==> config.mk <==
export PLATFORM = sky130hd
export DESIGN_NAME = favc_batch_count
export DESIGN_NICKNAME = d
export VERILOG_FILES = /design/src/rtl/favc_pkg.sv /design/src/rtl/favc_batch_count.sv
export SDC_FILE = /design/constraint.sdc
export NUM_CORES = 1
export LEC_CHECK = 0
export ABC_AREA = 1
export BUFFER_PORTS_ARGS = -buffer_cell sky130_fd_sc_hd__buf_2
export CAP_MARGIN = 20
export CORE_AREA = 2 2 72 74
export CTS_BUF_LIST = sky130_fd_sc_hd__clkbuf_4 sky130_fd_sc_hd__clkbuf_8
export CTS_CLUSTER_SIZE = 12
export DETAILED_ROUTE_END_ITERATION = 8
export DIE_AREA = 0 0 74 76
export PLACE_DENSITY = 0.77
export SYNTH_ARGS = -nofsm -noshare
export SYNTH_HDL_FRONTEND = slang
export SYNTH_SLANG_ARGS = --single-unit
==> constraint.sdc <==
create_clock -name aclk -period 1.7 [get_ports aclk]
set_clock_uncertainty 0.05 [all_clocks]
set_input_delay 0.085 -clock aclk [delete_from_list [all_inputs] [get_ports aclk]]
set_output_delay 0.085 -clock aclk [all_outputs]
set_load 0.005 [all_outputs]
==> src/rtl/favc_pkg.sv <==
// ----------------------------------------------------------------------------
// favc_pkg
// shared types, register codes and arithmetic widths for the frustum cull
// ----------------------------------------------------------------------------
package favc_pkg;

    localparam int PLANE_COUNT    = 6;
    localparam int AXES           = 3;
    localparam int PLANE_W        = 64;
    localparam int DATA_W         = 64;
    localparam int ADDR_W         = 6;
    localparam int MASK_W         = 32;
    localparam int COORD_W        = 16;
    localparam int EXT_W          = 15;
    localparam int TOTAL_W        = 16;
    localparam int COUNT_WIDTH_DEF = 16;

    // |n| is 17 bits signed, box operand 18 bits signed
    localparam int MAG_W   = 17;
    localparam int OPND_W  = 18;
    localparam int PROD_W  = MAG_W + OPND_W;
    localparam int SUM_W   = PROD_W + 1;
    localparam int DIST_SH = 14;

    typedef enum logic [2:0] {
        REG_PLANE_LEFT,
        REG_PLANE_RIGHT,
        REG_PLANE_BOTTOM,
        REG_PLANE_TOP,
        REG_PLANE_NEAR,
        REG_PLANE_FAR,
        REG_VIEW_MASK,
        REG_SHADOW_ONLY
    } reg_idx_t;

    typedef logic [PLANE_W-1:0] plane_t;
    typedef logic [PLANE_COUNT-1:0][PLANE_W-1:0] plane_vec_t;

    typedef struct packed {
        logic [MASK_W-1:0] view_mask;
        logic              shadow_only;
    } view_cfg_t;

    typedef struct packed {
        logic update;
        logic vis;
        logic last;
    } cnt_ctrl_t;

endpackage

==> src/rtl/favc_batch_count.sv <==
// ----------------------------------------------------------------------------
// favc_batch_count
// saturating visible and culled counters, cleared after the last beat
// ----------------------------------------------------------------------------
module favc_batch_count #(
    parameter int COUNT_WIDTH = favc_pkg::COUNT_WIDTH_DEF
) (
    input  logic                           aclk,
    input  logic                           aresetn,
    input  favc_pkg::cnt_ctrl_t            ctrl,
    output logic [favc_pkg::TOTAL_W-1:0]   visible_total,
    output logic [favc_pkg::TOTAL_W-1:0]   culled_total
);
    import favc_pkg::*;

    logic [COUNT_WIDTH-1:0] vis_cnt_reg;
    logic [COUNT_WIDTH-1:0] cul_cnt_reg;
    logic [COUNT_WIDTH-1:0] vis_cnt_inc;
    logic [COUNT_WIDTH-1:0] cul_cnt_inc;

    // count including the current beat
    always_comb begin
        vis_cnt_inc = vis_cnt_reg;
        cul_cnt_inc = cul_cnt_reg;
        if (ctrl.vis) begin
            if (vis_cnt_reg != '1) vis_cnt_inc = vis_cnt_reg + 1'b1;
        end else begin
            if (cul_cnt_reg != '1) cul_cnt_inc = cul_cnt_reg + 1'b1;
        end
    end

    always_ff @(posedge aclk) begin
        if (!aresetn) begin
            vis_cnt_reg <= '0;
            cul_cnt_reg <= '0;
        end else if (ctrl.update) begin
            vis_cnt_reg <= ctrl.last ? '0 : vis_cnt_inc;
            cul_cnt_reg <= ctrl.last ? '0 : cul_cnt_inc;
        end
    end

    generate
        if (COUNT_WIDTH > TOTAL_W) begin : g_clamp
            assign visible_total = (|vis_cnt_inc[COUNT_WIDTH-1:TOTAL_W]) ? '1
                                 : vis_cnt_inc[TOTAL_W-1:0];
            assign culled_total  = (|cul_cnt_inc[COUNT_WIDTH-1:TOTAL_W]) ? '1
                                 : cul_cnt_inc[TOTAL_W-1:0];
        end else begin : g_plain
            assign visible_total = TOTAL_W'(vis_cnt_inc);
            assign culled_total  = TOTAL_W'(cul_cnt_inc);
        end
    endgenerate

endmodule

; Yosys cells after proc, flatten, opt, wreduce, memory -nomap -nowiden
; Index checks and enable logic that the tools add are counted.
[op_classes]
n_eq_ne = 2
n_addsub = 2
mux = 6
[ops]
columns = operator, count
row1 = $mux W16, 6
row2 = $add A16 B1 Y16 const B, 2
row3 = $ne A16 B16 Y1 const B, 2
[totals]
elab_cells = 12
reg_bits = 32
input_bits = 5

; Depth between registers and ports, before layout
[depth]
depth_word = 4
mapped_depth = 11
ltp_nobuf = 10

; Worst setup path after synthesis
; No wires, ideal clock.
[synth_path]
path_type = register to register
startpoint = register cul_cnt_reg[0]
endpoint = register cul_cnt_reg[6]
setup_slack_ns = 0.134
stages_incl_launch_ff = 12
n_path_buf = 1
required_time_ns = 1.513
setup_time_ns = 0.137
arrival_ns = 1.379
path_cell_list = dfxtp_1 -> ha_1 -> inv_1 -> nor2_4 -> nand2_2 -> nor2_8 -> inv_4 -> buf_8 -> nand2_1 -> nand2_1 -> nand3_1 -> a21oi_1
[synth_between]
elab_chain_cells = 4
word_cells_on_any_way = 5
[synth_rtl]
columns = item, line
row1 = from (decl), favc_batch_count.sv:17  ; logic [COUNT_WIDTH-1:0] cul_cnt_reg;
row2 = from (signal assigned), favc_batch_count.sv:38  ; cul_cnt_reg <= ctrl.last ? '0 : cul_cnt_inc;
row3 = $add A16 B1 Y16 / $ne A16 B16 Y1 (equally long branches), favc_batch_count.sv:28  ; if (cul_cnt_reg != '1) cul_cnt_inc = cul_cnt_reg + 1'b1;
row4 = $mux W16 *, favc_batch_count.sv:28
row5 = $mux W16 *, favc_batch_count.sv:25  ; if (ctrl.vis) begin
row6 = $mux W16 *, favc_batch_count.sv:38
; Mark *: on every way between the ends. The rest lies on a longest branch, timed or not.
; A chain may end at the register's enable or synchronous reset.

; Final worst setup path
[layout_path]
startpoint = register vis_cnt_reg[1]
endpoint = output visible_total[0] (netlist name)
[layout_between]
elab_chain_cells = 3
[layout_rtl]
columns = item, line
row1 = from (decl), favc_batch_count.sv:16  ; logic [COUNT_WIDTH-1:0] vis_cnt_reg;
row2 = from (signal assigned), favc_batch_count.sv:37  ; vis_cnt_reg <= ctrl.last ? '0 : vis_cnt_inc;
row3 = $ne A16 B16 Y1, favc_batch_count.sv:26  ; if (vis_cnt_reg != '1) vis_cnt_inc = vis_cnt_reg + 1'b1;
row4 = $mux W16, favc_batch_count.sv:26
row5 = $mux W16, favc_batch_count.sv:25
row6 = to (decl), favc_batch_count.sv:11  ; output logic [favc_pkg::TOTAL_W-1:0] visible_total,
; No other way between the ends.

==> results.toml <==
[die]
rows = 26
initial_core_util_pct = 51.5
ios = 37
core_um2 = 4910
die-area_um2 = 5620
die_h_um = 76
die_x_um = 74

[sta]
worst_hold_slack_ns = 0.176
period_share_pct = 108
worst_pin_slew_ns = 0.406
worst_slack_ns = -0.138
hold_viol_final = 0
rsz0062_at_grt = "true"
setup_viol = 28
maxSlewViolCount = 0
finalSetupTns_ns = -2.66
post-route-min-period_ns = 1.84
timing.fmax_ghz = 0.544
max-slew-margin-rel_pct = 72.9

[cts]
clock_sinks = 32
root_buffer = "clkbuf_8"
numCtsBuffers = 5
clkSlewWorstSetupHoldPaths_ns = 0.07
cts_tree = "yes"
postCtsHoldBufs = 0
clk_latency_ns = 0.29
htree_levels = 2
clk_path_buf_depth = 2

[worst_setup_path]
reg2reg_slack_ns = 0.04
critPathKind = "reg2out"
worst-path-stages = 10
cpPeakStageDelay_ns = 0.37
rr_startpoint = "vis_cnt_reg[1]$_SDFFE_PN0P_"
cp_slowest_cell = "dfxtp_4"
worstPathRequired_ns = 1.56
critPathCaptureType = "primary output"
path_max_fanout = 5
rr_worst_depth = 9
cp_common_cell = "nor2_4"
critPathArrivalTime_ns = 1.70
worstReg2RegEnd = "vis_cnt_reg[12]$_SDFFE_PN0P_"
worstPathCellList = "ha_4 -> inv_2 -> nor2_4 -> nand2_2 -> nor2_4 -> buf_6 -> nor2_1 -> nand2_1 -> and2_1 -> buf_2"
crit_family = "simple AND/OR/NAND/NOR gates"
start_kind = "register"
path_buf_inv = 3

[final_layout]
synthToLayoutAreaGrowth_pct = 37.5
antennaDiodeCount = 0
drive_gt1_share_pct = 38.8
fillers = 393
fin_area_um2 = 3470
fin_nets = 506
stdcell_count = 570

[synth]
netlist_top_cells_area = "dfxtp_1 (25%), nand2_1 (22%), nand3_1 (8.7%), inv_1 (8.2%), nor2_1 (6.4%)"
yosysUniqueCellTypes = 27
syn-instance-count = 429
avgSynthCellArea_um2 = 5.89
yosysTopAreaCellShare_pct = 25.3
synth-edff-count = 0
synth-seq-area-share_pct = 25.3
ys_seq_elements = 32
netlist_area_um2 = 2530
synth-warning-count = 0
post-synth-top-count-cell = "nand2_1"
yosysTopAreaCell = "dfxtp_1"
ys_top_cells_by_count = "nand2_1 (145), inv_1 (55), nand3_1 (44), nor2_1 (43), dfxtp_1 (32)"
async_flop_share_pct = 0
synth_nets = 436
synthFlopType = "dfxtp_1"

[drt]
detail_route.wirelength_um = 7320
firstDrtPassIters = 4
drt_iter0_markers = 154
route.detailed.drc = 0
wl_per_cell_um = 12.8
vias = 2906
avgViaCountPerCell = 5.10
antenna_left = 0

[outcome]
violations = "negative setup slack"
run_status = "finished with violations"

[job]
drv_cap = 0

[pwr]
vdd_drop_max_mv = 0.344
p_leak_nw = 1.47
power_density_nw_per_um2 = 469

[hold_path]
hold_end = "cul_cnt_reg[1]$_SDFFE_PN0P_"
hold_class = "in2reg"
hold_depth = 4
min-delay-start = "ctrl[2]"

[global_routing]
grt_pass1_vias = 2684
overflow = 0
antenna_found_initial = 0
grt_pass1_wl_um = 11800
grt_use_total_pct = 26.0
grt_max_degree = 33

[placed_design]
dp.cells = 544
placed_cell_area_um2 = 2890
gp_congestion = 0.888
hpwl_um = 4480
port_buffers = 36
pre_cts_slack_ns = 0.0368
area by class of cell:
cell class	count	area, µm²	area share [%]
multi-input combinational	325	1850	53.3
sequential	32	673	19.4
timing repair buffer	76	515	14.8
inverter	58	228	6.55
tap	70	87.6	2.52
clock buffer	6	76.3	2.20
clock inverter	2	35.0	1.01
timing repair inverter	1	6.26	0.180
cell families (layout without fill, tap and decap cells):
logic type               Yosys count  after routing  share of synthesized area (%)
buffers and inverters             72            143                           12.1
adder cells (fa/ha/maj)            2              2                          0.990
AND/OR/NAND/NOR                  277            277                           51.0
AO/OA/AOI/OAI                     46             46                           10.5
flip-flops                        32             32                           25.3
cell usage in the layout, fill, tap and decap left out, drive strengths merged:
| cell type | count |
|---|---|
| clkinv | 1 |
| nor2 | 53 |
| a21oi | 33 |
| nand2 | 152 |
| buf | 76 |
| nand3b | 1 |
| nand4 | 3 |
| dfxtp | 32 |
| ha | 2 |
| clkbuf | 6 |
| and2 | 14 |
| nand3 | 54 |
| inv | 59 |
| o21ai | 6 |
| o21bai | 7 |
| bufinv | 1 |
what timing repair did:
action / CTS / global route
gates resized for setup: 62 / 48
pin swaps: 14 / 12
gates cloned: 1 / 0
endpoints found under the setup margin: 30 / 34
setup buffers: 9 / 8
worst register-to-register path: cells and delay by family (launching register included):
family,cells,cell delay [ns]
adders and majority gates,1,0.15
DFF,1,0.37
AOI/OAI and AO/OA,2,0.24
and+or+nand+nor,4,0.48
buffers and inverters,2,0.25
power breakdown:
group          internal [mW]  switching, mW  total (mW)
registers              0.749        0.00433       0.754
clock network          0.451          0.305       0.756
logic                 0.0417         0.0786       0.120
total                   1.24          0.388        1.63
routing by layer:
metal / track usage, % / part of all wire [%]
met1: 31.8 / 41
met5: 0 / 0
met4: 10.4 / 2.1
met2: 44.7 / 52
met3: 3.44 / 5.1
how the worst max path moves through the flow:
stage / from / end / slack [ns]
floorplan: cul_cnt_reg[0]$_SDFFE_PN0P_ / cul_cnt_reg[6]$_SDFFE_PN0P_ / 0.13
global placement: cul_cnt_reg[0]$_SDFFE_PN0P_ / culled_total[0] / 0.08
detailed placement: cul_cnt_reg[0]$_SDFFE_PN0P_ / culled_total[0] / 0.04
CTS: cul_cnt_reg[0]$_SDFFE_PN0P_ / culled_total[3] / -0.12
global route: vis_cnt_reg[13]$_SDFFE_PN0P_ / visible_total[0] / -0.23
finish: vis_cnt_reg[1]$_SDFFE_PN0P_ / visible_total[0] / -0.14
metrics by stage:
stage	power (mW)	util, %
5_1_grt	1.68	70.7
4_1_cts	1.62	65.8
2_1_floorplan	0.836	-
3_5_place_dp	0.875	58.7
6_report	1.63	70.7
3_3_place_gp	0.874	58.7
No activity file was read; power rests on OpenSTA's default activity.
