[src/rtl/favc_pkg.sv]
// ----------------------------------------------------------------------------
// favc_pkg
// shared types, register codes and arithmetic widths for the frustum cull
// ----------------------------------------------------------------------------
package favc_pkg;

    localparam int PLANE_COUNT    = 6;
    localparam int AXES           = 3;
    localparam int PLANE_W        = 64;
    localparam int DATA_W         = 64;
    localparam int ADDR_W         = 6;
    localparam int MASK_W         = 32;
    localparam int COORD_W        = 16;
    localparam int EXT_W          = 15;
    localparam int TOTAL_W        = 16;
    localparam int COUNT_WIDTH_DEF = 16;

    // |n| is 17 bits signed, box operand 18 bits signed
    localparam int MAG_W   = 17;
    localparam int OPND_W  = 18;
    localparam int PROD_W  = MAG_W + OPND_W;
    localparam int SUM_W   = PROD_W + 1;
    localparam int DIST_SH = 14;

    typedef enum logic [2:0] {
        REG_PLANE_LEFT,
        REG_PLANE_RIGHT,
        REG_PLANE_BOTTOM,
        REG_PLANE_TOP,
        REG_PLANE_NEAR,
        REG_PLANE_FAR,
        REG_VIEW_MASK,
        REG_SHADOW_ONLY
    } reg_idx_t;

    typedef logic [PLANE_W-1:0] plane_t;
    typedef logic [PLANE_COUNT-1:0][PLANE_W-1:0] plane_vec_t;

    typedef struct packed {
        logic [MASK_W-1:0] view_mask;
        logic              shadow_only;
    } view_cfg_t;

    typedef struct packed {
        logic update;
        logic vis;
        logic last;
    } cnt_ctrl_t;

endpackage

[src/rtl/favc_cfg_regs.sv]
// ----------------------------------------------------------------------------
// favc_cfg_regs
// apb register file: six packed planes, view layer mask, shadow-only mode
// ----------------------------------------------------------------------------
module favc_cfg_regs (
    input  logic                          aclk,
    input  logic                          aresetn,
    input  logic                          psel,
    input  logic                          penable,
    input  logic                          pwrite,
    input  logic [favc_pkg::ADDR_W-1:0]   paddr,
    input  logic [favc_pkg::DATA_W-1:0]   pwdata,
    output logic [favc_pkg::DATA_W-1:0]   prdata,
    output logic                          pready,
    output favc_pkg::plane_vec_t          planes,
    output favc_pkg::view_cfg_t           view_cfg
);
    import favc_pkg::*;

    plane_vec_t        planes_reg;
    logic [MASK_W-1:0] view_mask_reg;
    logic              shadow_only_reg;
    reg_idx_t          idx;
    logic              wr_en;

    assign idx    = reg_idx_t'(paddr[ADDR_W-1:3]);
    assign wr_en  = psel && penable && pwrite;
    assign pready = 1'b1;

    always_ff @(posedge aclk) begin
        if (!aresetn) begin
            planes_reg      <= '0;
            view_mask_reg   <= '1;
            shadow_only_reg <= 1'b0;
        end else if (wr_en) begin
            case (idx)
                REG_PLANE_LEFT, REG_PLANE_RIGHT, REG_PLANE_BOTTOM,
                REG_PLANE_TOP, REG_PLANE_NEAR, REG_PLANE_FAR: begin
                    planes_reg[idx] <= pwdata;
                end
                REG_VIEW_MASK: begin
                    view_mask_reg <= pwdata[MASK_W-1:0];
                end
                REG_SHADOW_ONLY: begin
                    shadow_only_reg <= pwdata[0];
                end
                default: begin
                end
            endcase
        end
    end

    always_comb begin
        case (idx)
            REG_PLANE_LEFT, REG_PLANE_RIGHT, REG_PLANE_BOTTOM,
            REG_PLANE_TOP, REG_PLANE_NEAR, REG_PLANE_FAR: begin
                prdata = planes_reg[idx];
            end
            REG_VIEW_MASK:   prdata = DATA_W'(view_mask_reg);
            REG_SHADOW_ONLY: prdata = DATA_W'(shadow_only_reg);
            default:         prdata = '0;
        endcase
    end

    assign planes               = planes_reg;
    assign view_cfg.view_mask   = view_mask_reg;
    assign view_cfg.shadow_only = shadow_only_reg;

endmodule

[config.mk]
export PLATFORM = sky130hd
export DESIGN_NAME = favc_cfg_regs
export DESIGN_NICKNAME = d
export VERILOG_FILES = /design/src/rtl/favc_pkg.sv /design/src/rtl/favc_cfg_regs.sv
export SDC_FILE = /design/constraint.sdc
export NUM_CORES = 1
export LEC_CHECK = 0
export ABC_AREA = 1
export BUFFER_PORTS_ARGS = -buffer_cell sky130_fd_sc_hd__buf_2
export CAP_MARGIN = 15
export CORE_ASPECT_RATIO = 1.5
export CORE_MARGIN = 8
export CORE_UTILIZATION = 45
export CTS_BUF_LIST = sky130_fd_sc_hd__clkbuf_16
export CTS_CLUSTER_SIZE = 24
export DETAILED_ROUTE_END_ITERATION = 6
export HOLD_SLACK_MARGIN = 0.02
export PLACE_DENSITY_LB_ADDON = 0.3
export REMOVE_ABC_BUFFERS = 1
export SLEW_MARGIN = 10
export SYNTH_ARGS = -nofsm -noshare
export SYNTH_HDL_FRONTEND = slang
export SYNTH_SLANG_ARGS = --single-unit
export TNS_END_PERCENT = 1
[constraint.sdc]
create_clock -name aclk -period 3.24 [get_ports aclk]
set_clock_uncertainty 0.15 [all_clocks]
set_input_delay 0.648 -clock aclk [delete_from_list [all_inputs] [get_ports aclk]]
set_output_delay 0.648 -clock aclk [all_outputs]
set_load 0.01 [all_outputs]
# --- Yosys cells after proc, flatten, opt, wreduce, memory -nomap -nowiden ---
# Index checks and enable logic that the tools add are counted.
totals:
  ff_bits: 417
  inputBits: 75
  output_inout_bits: 482
  word_cells: 31
classes:
  n_lt_le_gt_ge: 2
  eq_ne: 7
  n_mux: 6
  n_reduce_logical: 8
op_table:
  columns: ["cell", "n"]
  rows:
  - ["bitwise mux 384 bit", 1]
  - ["binary-select mux 64 bit (select 3 bit)", 1]
  - ["demux 64 bit (select 3 bit)", 1]
  - ["case mux 64 bit (3 select lines)", 1]
  - ["two-way mux 64 bit", 2]
  - ["== test 3 bit (second input constant)", 4]
  - ["== test 3 x 2 -> 1 bit (second input constant)", 2]
  - ["AND reduction 2 bit", 3]
  - ["OR reduction 6 bit", 1]
  - ["< comparator 3 x 4 -> 1 bit (second input constant)", 1]
  - ["== test 3 x 1 -> 1 bit (second input constant)", 1]
  - ["greater-or-equal comparator 3 x 1 -> 1 bit (second input constant)", 1]
  - ["logical AND 1 bit", 3]
  - ["zero test 3 bit", 1]

# --- Depth between registers and ports, before layout ---
logic_depth:
  word_depth: 5
  mapped_depth: 10
  mapped_depth_nobuf: 7

# --- Worst setup path before layout ---
# Ideal clock, no wire load.
synth_timing:
  path_kind: "in2out"
  startpoint: "in paddr[3] in the netlist's numbering"
  endpoint: "out prdata[47] in the netlist's numbering"
  t_arrival_ns: 1.597
  t_required_ns: 2.442
  setup_slack_ns: 0.845
  path_stages: 9
  n_path_buf: 3
  path_cell_list: "buf_4 buf_2 clkbuf_1 nand2_1 nand2_1 nand2_1 nand2_1 nand2_1 nand2_1"
synth_via:
  elab_chain_cells: 3
  word_cells_on_any_way: 12
  cone_classes: "eq/ne: 7; mux: 3; reduce/logical: 2"
synth_lines:
  columns: ["element", "line", "source"]
  rows:
  - ["start: declaration", "favc_cfg_regs.sv:11", "input logic [favc_pkg::ADDR_W-1:0] paddr,"]
  - ["binary-select mux 64 bit (select 3 bit), or another cell as far along", "favc_cfg_regs.sv:57", "prdata = planes_reg[idx];"]
  - ["two-way mux 64 bit (not written as such) or OR reduction 6 bit (tied branches)", "favc_cfg_regs.sv:57, favc_cfg_regs.sv:54", null]
  - ["case mux 64 bit (3 select lines) *", "favc_cfg_regs.sv:54", "case (idx)"]
  - ["end: declaration", "favc_cfg_regs.sv:13", "output logic [favc_pkg::DATA_W-1:0] prdata,"]
# Every way passes the cells marked *; elsewhere a longest branch is shown, timed or not. The select of a mux whose other input is x is not followed.

# --- Worst setup path in the final report ---
layout_timing:
  startpoint: "in paddr[5] in the netlist's numbering"
  endpoint: "out prdata[21] in the netlist's numbering"
# The elaborated chain is that of the path after synthesis.

==> run summary <==
• 0.29 ns — largest stage delay on the critical path
• clkinv_2 — Worst path slowest cell
• 4,590 — total of fill cells in the finished design
• dfxtp_1, nand2_1, nor2_1, nand3_1, buf_2 — top post-synthesis cells by area
• 2.41 ns — worst-case register-to-register setup slack
• 45.5% — effective utilization at floorplan
• 9 — depth of the critical timing path with buffers and inverters included
• 13.4 nW — leakage power total
• clkbuf_16 — Clock Root Buffer
• 41.0% — top cell type's share of synthesized area
• done — clock tree from TritonCTS
• 28.4% — global-route usage over all layers
• view_mask_reg[0] — reg-to-reg critical path endpoint
• 277 µm — overall die height
• primary input to primary output — Crit Path Class
• dfxtp_1 — Top FF cell, synth
• 24,900 µm² — cell area after layout
• 85 — pin count of the biggest net entering global routing
• 387 µV — largest vdd supply drop
• 0 — yosys warns
• 3,937 — final layout net count
• prdata[21] — crit path to
• 417 — synthesized flop and latch total
• 0 — residual antenna-violating net count after detailed routing
• nand2_1, nor2_1, dfxtp_1 — Synth top cells by count
• dfxtp_1 — cell taking the most area after synthesis
• finished, final reports clean — result of the run
• 0.439 ns — final worst-path setup slack
• 5.03 — routed via count divided by cell count
• 23,600 µm² — placed instance area
• 22 — largest driver fanout on the critical path
• 0 — total DRC errors in the routed layout
• 119 mm — first-pass GRT wire length
• 4,471 — fin cells
• 41.0% — proportion of synthesized chip area in sequential cells
• 0.400 ns — post-placement worst setup slack
• 44,800 µm² — area of the placeable core
• 44 — total CTS buffers
• 0.06 ns — clock transition time at the flip-flop clock pins of the worst setup and hold paths
• 3 — antenna violations before repair
• 5 — CP bufs+invs
• 557 — top-level port count
• 190 µm — Die Span X
• 51.2 mm — final HPWL from detailed placement
• 0 — Max-cap violations
• 0% — asr flop ratio synth
• 0 — quantity of gates resized following cts
• buffers and inverters — Worst path top cell family by delay
• 1,436 — drt initial violations
• 0 — final count of pins violating max slew
• buf_4 -> clkinv_2 -> nor2_4 -> buf_12 -> nand2_1 -> nand2_1 -> inv_1 -> nand2_1 -> buf_2 — crit path cell chain
• 384 — flip-flop count of the largest register, all copies and words added
• 22.0% — area overhead of the layout relative to synthesis
• 11.0 mW — Total Power Consumption
• 95 — Std-Cell Rows
• 17.5% — share of cells above drive strength 1
• 0 — Post-synth EDFFs
• 57.2% — Worst slew margin
• 0 — post-CTS setup repair buffer count
• 16 — Synth cell types
• 357 MHz — highest clock frequency the design can meet
• primary input — category of the worst setup path launch point
• view_mask_reg[0] — reg-to-reg critical path startpoint
• 2.80 ns — shortest clock period the worst path allows after layout
• 552 — port bufs
• 2.44 ns — Req. time, crit path
• nand2_1 — most repeated library cell on the critical path
• primary output — element type at the critical path end
• 444 nW/µm² — Power Density
• 3,437 — post-synthesis instance total
• 0.55 ns — clock latency reported for the late side of the worst-skew pair
• 20,400 µm² — Synth Cell Area
• 3 — Bufs on Longest Clock Path
• 0.154 ns — Hold Slack
• 0 — CTS hold repair buffers
• 52,500 µm² — Total Die Area
• 4,398 — instance count after placement with tap cells included
• 6 — number of detailed-routing iterations run before antenna repair
• 0 — final hold violations
• 20,700 — number of global-route vias before repair
• 86.4% — final worst path period share
• 0 ns — total negative slack for setup checks
• false — unrepaired setup endpoints after global routing
• 0 — setup violation total in the final timing report
• 17.4 µm — Avg WL per Cell
• 0.863 — routability-driven placement congestion ratio
• 5.93 µm² — average size of a mapped cell
• 2.00 ns — data arrival time of the critical path
• 22,500 — via count
• 2 — CTS H-tree depth
• 417 — count of clock tree sinks
• 0 — overall overflow remaining after global route
• 0.642 ns — actual slew at the worst max-slew pin
• 2 — cells on worst reg2reg path
• 78.0 mm — DRT Wirelength
• primary input to flop — min-delay worst type
• nand2_1 — most common cell in the netlist
• 55.5% — core utilization of the finished layout
• paddr[5] — start point of the critical path
cell type report:
| class | instances | area [µm²] | area share, % |
|---|---|---|---|
| Multi-Input combinational cell | 2689 | 10500 | 42.1 |
| Sequential cell | 417 | 8350 | 33.6 |
| Timing Repair Buffer | 610 | 3640 | 14.7 |
| Clock buffer | 45 | 1130 | 4.53 |
| Tap cell | 582 | 728 | 2.93 |
| Inverter | 100 | 384 | 1.54 |
| Clock inverter | 25 | 159 | 0.639 |
| Antenna cell | 3 | 7.51 | 0.0302 |
logic make-up (layout without fill, tap and decap cells):
logic type | count (synthesis) | count (layout) | synth area share, %
AO/OA/AOI/OAI | 1 | 1 | 0.0245
other | 1 | 4 | 0.0184
buffers and inverters | 331 | 780 | 7.99
AND/OR/NAND/NOR | 2687 | 2687 | 51.0
flip-flops | 417 | 417 | 41.0
worst register-to-register path, stage by stage, from the launching register on:
cell     delay (ns)
dfxtp_1        0.37
nand2_1        0.09
nand3_1        0.08
report_power, final:
| part | internal [mW] | switching [mW] | leakage [nW] |
|---|---|---|---|
| Combinational | 0.314 | 0.739 | 9.36 |
| Sequential | 5.19 | 0.0526 | 3.37 |
| Clock | 2.64 | 2.10 | 0.642 |
layer usage:
| metal | vias to the layer above | track usage, % | routed length (µm) |
|---|---|---|---|
| li1 | 11100 | - | - |
| met1 | 10200 | 32.9 | 30200 |
| met2 | 938 | 47.8 | 37000 |
| met3 | 228 | 5.44 | 5940 |
| met4 | 2 | 16.9 | 4850 |
| met5 | - | 0 | 13 |
cells in the final DEF, fill, tap and decap left out:
cell type / instances
a21oi_1: 1
buf_12: 34
buf_2: 548
buf_4: 26
buf_6: 1
buf_8: 1
bufinv_16: 2
clkbuf_16: 45
clkinv_1: 14
clkinv_2: 4
clkinv_4: 1
clkinvlp_4: 1
conb_1: 1
dfxtp_1: 417
diode_2: 3
inv_1: 101
inv_4: 1
inv_6: 1
nand2_1: 1673
nand2_2: 1
nand3_1: 227
nand3_2: 1
nor2_1: 773
nor2_2: 1
nor2_4: 11
how the worst min path moves through the flow:
stage,start,endpoint,slack [ns],depth (start not counted)
after floorplan,view_mask_reg[10],view_mask_reg[10],0.36,2
after global placement,planes[203],planes[203],0.32,2
after detailed placement,planes[222],planes[222],0.33,2
after CTS,pwdata[4],view_mask_reg[4],0.14,3
after global routing,pwdata[23],view_mask_reg[23],0.16,3
final,pwdata[4],view_mask_reg[4],0.15,3
No activity file was read; power rests on OpenSTA's default activity.
